[src/hdl/spq_pkg.sv]
`timescale 1ns / 1ps

package spq_pkg;

    // default sizes handed to the top level
    localparam int DEPTH_DEFAULT      = 16;
    localparam int VALUE_BITS_DEFAULT = 32;

    // request codes on the input channel
    typedef enum logic {
        REQ_INSERT = 1'b0,
        REQ_REMOVE = 1'b1
    } req_type_t;

    // per-transaction command broadcast to every cell
    typedef struct packed {
        logic insert;
        logic remove;
    } cell_ctrl_t;

endpackage

[src/hdl/spq_cell.sv]
`timescale 1ns / 1ps

module spq_cell #(
    parameter int VALUE_BITS = spq_pkg::VALUE_BITS_DEFAULT
) (
    input  logic                         aclk,
    input  spq_pkg::cell_ctrl_t          ctrl,
    input  logic                         occupied,
    input  logic signed [VALUE_BITS-1:0] new_value,
    input  logic signed [VALUE_BITS-1:0] left_value,
    input  logic                         left_lt,
    input  logic signed [VALUE_BITS-1:0] right_value,
    output logic signed [VALUE_BITS-1:0] value,
    output logic signed [VALUE_BITS-1:0] value_next,
    output logic                         lt
);

    logic signed [VALUE_BITS-1:0] value_reg;

    // stored entry is occupied and strictly below the incoming value
    assign lt = occupied && (value_reg < new_value);

    // keep, take the new value, shift in from the left, or shift in from the right
    always_comb begin
        value_next = value_reg;
        if (ctrl.insert) begin
            if (!lt) begin
                value_next = left_lt ? new_value : left_value;
            end
        end else if (ctrl.remove) begin
            value_next = right_value;
        end
    end

    always_ff @(posedge aclk) begin
        value_reg <= value_next;
    end

    assign value = value_reg;

endmodule

[src/hdl/sorted_priority_queue_unit.sv]
`timescale 1ns / 1ps
// Sorted priority queue built as a chain of compare-and-shift cells.
// Input channel (s_valid/s_ready): s_req_type selects insert of s_item_value
// or removal of the smallest stored value. Every transaction yields exactly one
// result transaction on the output channel (m_valid/m_ready) carrying the
// smallest and largest stored values (0 when empty), the count, empty and full
// flags, and a refused flag for an insert while full or a remove while empty.
// Equal values: a newly inserted value goes ahead of stored equal values.
// The result is registered in the output register, or in the skid register while
// the output register holds an untaken result. Throughput: one request per cycle
// while s_ready is high; every cell compares against the incoming value and shifts
// toward its neighbor in the same cycle, so a request always completes in a single update of the chain.
// A two-entry output stage (output register plus skid register) lets one more
// request be taken while a result waits; s_ready drops only when both are full,
// that is when m_ready stays low for two results.
// Reset (aresetn low, synchronous) empties the queue and drops pending results;
// stored entries are not cleared, only entries below the count are ever read.
module sorted_priority_queue_unit #(
    parameter int DEPTH      = spq_pkg::DEPTH_DEFAULT,
    parameter int VALUE_BITS = spq_pkg::VALUE_BITS_DEFAULT,
    parameter int COUNT_BITS = $clog2(DEPTH + 1)
) (
    input  logic                         aclk,
    input  logic                         aresetn,
    input  logic                         s_valid,
    output logic                         s_ready,
    input  logic                         s_req_type,
    input  logic signed [VALUE_BITS-1:0] s_item_value,
    output logic                         m_valid,
    input  logic                         m_ready,
    output logic signed [VALUE_BITS-1:0] m_head_value,
    output logic signed [VALUE_BITS-1:0] m_tail_value,
    output logic        [COUNT_BITS-1:0] m_entry_count,
    output logic                         m_is_empty,
    output logic                         m_is_full,
    output logic                         m_request_refused
);

    typedef struct packed {
        logic signed [VALUE_BITS-1:0] head;
        logic signed [VALUE_BITS-1:0] tail;
        logic        [COUNT_BITS-1:0] count;
        logic                         empty;
        logic                         full;
        logic                         refused;
    } result_t;

    localparam logic [COUNT_BITS-1:0] FULL_COUNT = COUNT_BITS'(DEPTH);

    logic [COUNT_BITS-1:0]        count_reg, count_next;
    logic signed [VALUE_BITS-1:0] tail_reg, tail_next;
    logic                         out_valid_reg, skid_valid_reg;
    result_t                      out_reg, skid_reg, result_next;
    logic                         accept, take, is_full, is_empty, refused;
    spq_pkg::cell_ctrl_t          ctrl;

    logic signed [VALUE_BITS-1:0] vals_ext [0:DEPTH+1];
    logic signed [VALUE_BITS-1:0] cell_next [0:DEPTH-1];
    logic                         lt_chain [0:DEPTH];

    // request decode
    assign s_ready  = !skid_valid_reg;
    assign accept   = s_valid && s_ready;
    assign take     = out_valid_reg && m_ready;
    assign is_full  = (count_reg == FULL_COUNT);
    assign is_empty = (count_reg == '0);

    always_comb begin
        ctrl.insert = accept && (s_req_type == spq_pkg::REQ_INSERT) && !is_full;
        ctrl.remove = accept && (s_req_type == spq_pkg::REQ_REMOVE) && !is_empty;
        refused     = (s_req_type == spq_pkg::REQ_INSERT) ? is_full : is_empty;
    end

    // chain of cells with zero padding at both ends
    assign vals_ext[0]       = '0;
    assign vals_ext[DEPTH+1] = '0;
    assign lt_chain[0]       = 1'b1;

    for (genvar gi = 0; gi < DEPTH; gi++) begin : g_cell
        logic occupied;
        assign occupied = (count_reg > COUNT_BITS'(gi));

        spq_cell #(
            .VALUE_BITS(VALUE_BITS)
        ) u_cell (
            .aclk       (aclk),
            .ctrl       (ctrl),
            .occupied   (occupied),
            .new_value  (s_item_value),
            .left_value (vals_ext[gi]),
            .left_lt    (lt_chain[gi]),
            .right_value(vals_ext[gi+2]),
            .value      (vals_ext[gi+1]),
            .value_next (cell_next[gi]),
            .lt         (lt_chain[gi+1])
        );
    end

    // count and largest value tracking
    always_comb begin
        count_next = count_reg;
        tail_next  = tail_reg;
        if (ctrl.insert) begin
            count_next = count_reg + COUNT_BITS'(1);
            if (is_empty || (s_item_value > tail_reg)) begin
                tail_next = s_item_value;
            end
        end else if (ctrl.remove) begin
            count_next = count_reg - COUNT_BITS'(1);
            if (count_reg == COUNT_BITS'(1)) begin
                tail_next = '0;
            end
        end
    end

    // result of the current transaction
    always_comb begin
        result_next.count   = count_next;
        result_next.empty   = (count_next == '0);
        result_next.full    = (count_next == FULL_COUNT);
        result_next.head    = (count_next == '0) ? '0 : cell_next[0];
        result_next.tail    = (count_next == '0) ? '0 : tail_next;
        result_next.refused = refused;
    end

    always_ff @(posedge aclk) begin
        if (!aresetn) begin
            count_reg <= '0;
        end else begin
            count_reg <= count_next;
        end
    end

    always_ff @(posedge aclk) begin
        if (accept) begin
            tail_reg <= tail_next;
        end
    end

    // output register with skid stage
    always_ff @(posedge aclk) begin
        if (!aresetn) begin
            out_valid_reg  <= 1'b0;
            skid_valid_reg <= 1'b0;
        end else if (!out_valid_reg || take) begin
            if (skid_valid_reg) begin
                out_valid_reg  <= 1'b1;
                skid_valid_reg <= 1'b0;
            end else begin
                out_valid_reg <= accept;
            end
        end else if (accept) begin
            skid_valid_reg <= 1'b1;
        end
    end

    always_ff @(posedge aclk) begin
        if (!out_valid_reg || take) begin
            out_reg <= skid_valid_reg ? skid_reg : result_next;
        end else if (accept) begin
            skid_reg <= result_next;
        end
    end

    assign m_valid           = out_valid_reg;
    assign m_head_value      = out_reg.head;
    assign m_tail_value      = out_reg.tail;
    assign m_entry_count     = out_reg.count;
    assign m_is_empty        = out_reg.empty;
    assign m_is_full         = out_reg.full;
    assign m_request_refused = out_reg.refused;

    // checks
    a_count_range: assert property (@(posedge aclk) disable iff (!aresetn)
        count_reg <= FULL_COUNT)
        else $error("entry count beyond depth");

    a_skid_behind_out: assert property (@(posedge aclk) disable iff (!aresetn)
        skid_valid_reg |-> out_valid_reg)
        else $error("skid holds a result while output register is empty");

    a_refused_keeps_count: assert property (@(posedge aclk) disable iff (!aresetn)
        (accept && refused) |=> (count_reg == $past(count_reg)))
        else $error("refused request changed the count");

    a_front_sorted: assert property (@(posedge aclk) disable iff (!aresetn)
        (count_reg >= COUNT_BITS'(2)) |-> (vals_ext[1] <= vals_ext[2]))
        else $error("front cells out of order");

    a_empty_zero: assert property (@(posedge aclk) disable iff (!aresetn)
        (out_valid_reg && out_reg.empty) |-> (out_reg.head == '0 && out_reg.tail == '0))
        else $error("empty result with nonzero head or tail");

endmodule
[config.mk]
export PLATFORM = sky130hd
export DESIGN_NAME = sorted_priority_queue_unit
export DESIGN_NICKNAME = d
export VERILOG_FILES = /design/src/hdl/spq_pkg.sv /design/src/hdl/spq_cell.sv /design/src/hdl/sorted_priority_queue_unit.sv
export SDC_FILE = /design/constraint.sdc
export NUM_CORES = 2
export LEC_CHECK = 0
export BUFFER_PORTS_ARGS = -buffer_cell sky130_fd_sc_hd__buf_2
export CORE_UTILIZATION = 48
export DETAILED_ROUTE_END_ITERATION = 10
export GPL_ROUTABILITY_DRIVEN = 0
export PLACE_DENSITY_LB_ADDON = 0.3
export SYNTH_ARGS = -nofsm -noshare
export SYNTH_HDL_FRONTEND = slang
export SYNTH_SLANG_ARGS = --single-unit
[constraint.sdc]
create_clock -name aclk -period 6.95 [get_ports aclk]
set_input_delay 0.3475 -clock aclk [delete_from_list [all_inputs] [get_ports aclk]]
set_output_delay 0.3475 -clock aclk [all_outputs]
set_load 0.005 [all_outputs]
==> flow_summary.toml <==
[floorplanning]
num_rows = 113
dieWidth_um = 312
dieArea_mm2 = 0.0971
dieHeight_um = 312
ios = 111
start_util = 0.484
core_area_mm2 = 0.0950

[finish]
antenna-diode-count = 0
fin_cells = 5819
layout.nets = 5063
fin_util = 0.530
synthToLayoutAreaGrowth_pct = 9.55
largest_register_ffs = 512
fillCellCount = 8563
drive_above_1_share = 0.104

[clock_network]
numCtsBuffers = 79
clkSlewWorstSetupHoldPaths_ns = 0.06
clock_path_buffers = 3
post_cts_buffers = 0
cts_resized = 0
htree_num_levels = 3
clock_latency_ns = 0.66
clockRootBuffer = "clkbuf_16"
clock-sinks = 695
postCtsHoldBufs = 0
cts_tree = "done"

[critical_path]
regToRegSetupSlack_ns = 2.39
cp_slowest_cell = "and2_1"
cp_data_arrival_time_ns = 4.91
worstPathRequired_ns = 7.30
worstPathCellList = "inv_1 -> ha_1 -> or4b_1 -> and2_1 -> o21ai_2 -> a221o_2 -> nor4_2 -> nor2b_4 -> or2_2 -> buf_4 -> o21ai_0"
critPathTopFamily = "simple AND/OR/NAND/NOR gates"
crit_buf_inv = 2
start_kind = "register"
end_kind = "register"
critPathMaxFanout = 47
cpPeakStageDelay_ns = 0.70
crit_type = "reg2reg"

[logic_synthesis]
synth.distinct_cells = 77
ys_warn_count = 0
avgSynthCellArea_um2 = 10.2
ys_ff_latch = 695
synthCells = 4526
synth_edf_count = 656
syn_nets = 5096
ys.flop_type = "edfxtp_1"
yosysSeqAreaShare = 0.445
netlist_area_mm2 = 0.0460
synthArstFlopShare = 0

[pwr]
seq_power_share = 0.424
internal_power_w = 0.00987
p_sw_w = 0.00531
cellPowerDensity_mw_per_mm2 = 301
power.share.switching = 0.350
clockPowerShare = 0.280
p_leak_nw = 20.2
p_comb_frac = 0.296
vdd_drop_max_mv = 0.212

[global_route]
antenna_found_initial = 1
grt_util_all_layers = 0.282
grt_pass1_vias = 36700
grt_pass1_wl_mm = 216
grt_overflow_total = 0
grt_start_max_net_pins = 153

[hold_path]
hold_path.class = "in2reg"

[route]
top_layer_used = "met5"
wl_per_cell_um = 24.0
drt_wl_total_mm = 140
vias_per_cell = 6.48
drc = 0
drt-met1-wl_mm = 60.8
drt_iter0_markers = 3877
drt_pass1_iterations = 5
vias = 37700
wl_met2_mm = 64.7
wl_met3_mm = 10.1
drtAntennaViolNets = 0

[sta]
relSlewSlack = 0.145
rsz0062_at_grt = "false"
finClkSkew_ns = 0.0331
finalSetupTns_ns = 0
max_freq_ghz = 0.219
final_hold_viol_count = 0
setup_viol_count_final = 0
post-route-period-util = 0.656
drv_slew = 0
min_period_ns = 4.56
worst_slew_pin_slew_ns = 1.28

[run_status]
outcome = "finished clean"

[place]
hpwl_mm = 101
portBuffers = 110
placed_cells = 5677

[flow_run]
maxCapViolCount = 0
## synth_stat cells (5+ instances only)
master / number / area share
clkbuf_1: 276 / 0.023
o22ai_1: 37 / 0.0050
o211ai_1: 374 / 0.061
and3_1: 13 / 0.0018
nor2b_1: 14 / 0.0019
dfxtp_1: 39 / 0.017
edfxtp_1: 656 / 0.43
nand3_1: 200 / 0.022
and4_1: 10 / 0.0019
a211oi_1: 20 / 0.0033
nand2b_1: 47 / 0.0064
a21boi_0: 6 / 0.00098
nand4_1: 193 / 0.026
buf_2: 23 / 0.0025
o21ai_0: 141 / 0.015
buf_1: 21 / 0.0017
o31ai_1: 38 / 0.0062
nand2_1: 643 / 0.052
inv_1: 122 / 0.010
o31a_1: 27 / 0.0051
nor4_1: 41 / 0.0056
a31oi_1: 11 / 0.0015
a21o_1: 117 / 0.019
a221oi_1: 7 / 0.0013
a211o_1: 16 / 0.0030
o21ai_1: 13 / 0.0014
nor2_1: 191 / 0.016
a2111oi_0: 10 / 0.0019
ha_1: 533 / 0.15
nor3_1: 114 / 0.012
or4_1: 8 / 0.0013
o221a_2: 33 / 0.0081
mux2i_1: 99 / 0.022
mux2_2: 46 / 0.011
o41ai_2: 30 / 0.011
a21oi_1: 206 / 0.022
o41ai_1: 5 / 0.00095
o21a_1: 51 / 0.0083
and2_1: 17 / 0.0023
or2_2: 5 / 0.00068
or3_1: 8 / 0.0011
nor3b_1: 5 / 0.00082
a41oi_1: 5 / 0.00095
## worst paths after layout
kind	startpoint	to	depth (start not counted)
hold reg to reg	skid_reg[8]	m_tail_value[0]	2
setup reg to reg	count_reg[1]	m_tail_value[16]	11
hold / removal	aresetn	count_reg[3]	2
setup / recovery	count_reg[1]	m_tail_value[16]	11
## per-stage QoR
step	total power (W)	cell area [um^2]	setup slack (ns)	hold WS, ns
floorplan	0.00932	46000	1.14	0.469
global placement	0.0108	47900	2.05	0.504
detailed placement	0.0109	47900	1.97	0.505
CTS	0.0151	50400	2.56	0.000778
global route	0.0159	50400	2.22	0.0256
finish	0.0152	50400	2.39	0.0264
## cell families (layout without fill, tap and decap cells)
| group | Yosys count | in the layout | synth area share |
|---|---|---|---|
| AND/OR/NAND/NOR | 1520 | 1520 | 0.154 |
| flip-flops | 695 | 695 | 0.445 |
| XOR/XNOR | 3 | 3 | 0.000571 |
| buffers and inverters | 447 | 475 | 0.0378 |
| AO/OA/AOI/OAI | 1183 | 1183 | 0.184 |
| adder cells (fa/ha/maj) | 533 | 533 | 0.145 |
| multiplexers | 145 | 145 | 0.0328 |
## power groups by stage
stage | clock network (W) | logic, W | registers [W]
floorplan | 0 | 0.00304 | 0.00628
global placement | 0 | 0.00426 | 0.00649
detailed placement | 0 | 0.00439 | 0.00650
CTS | 0.00429 | 0.00442 | 0.00643
global route | 0.00442 | 0.00497 | 0.00652
finish | 0.00426 | 0.00450 | 0.00643
## metal layers
layer	vias up	global-route usage
met5	-	0
met4	2	0.0871
met3	235	0.0426
met2	1529	0.446
met1	18500	0.397
li1	17500	-
## worst reg2reg max path, stage by stage, from the launching register on
cell	delay, ns
dfxtp_1	0.51
inv_1	0.22
ha_1	0.30
or4b_1	0.38
and2_1	0.70
o21ai_2	0.09
a221o_2	0.41
nor4_2	0.25
nor2b_4	0.19
or2_2	0.37
buf_4	0.61
o21ai_0	0.24
## cell usage in the layout (no fill, tap or decap), types with 110 or more instances in the layout
cell / instances
inv_1: 122
o211ai_1: 374
nand2_1: 643
a21o_1: 117
nand3_1: 198
nor3_1: 113
a21oi_1: 205
nand4_1: 193
edfxtp_1: 656
nor2_1: 188
ha_1: 533
o21ai_0: 140
buf_2: 110
## cell type report
cell class                 instances  area [um^2]  share of cell area
multi-input combinational       3384        24000               0.476
inverter                         123          462             0.00916
timing repair buffer             210         1340              0.0266
clock inverter                    35          343             0.00680
clock buffer                     107         2190              0.0434
sequential                       695        20500               0.407
tap                             1265         1580              0.0314
No activity file was read; power rests on OpenSTA's default activity.
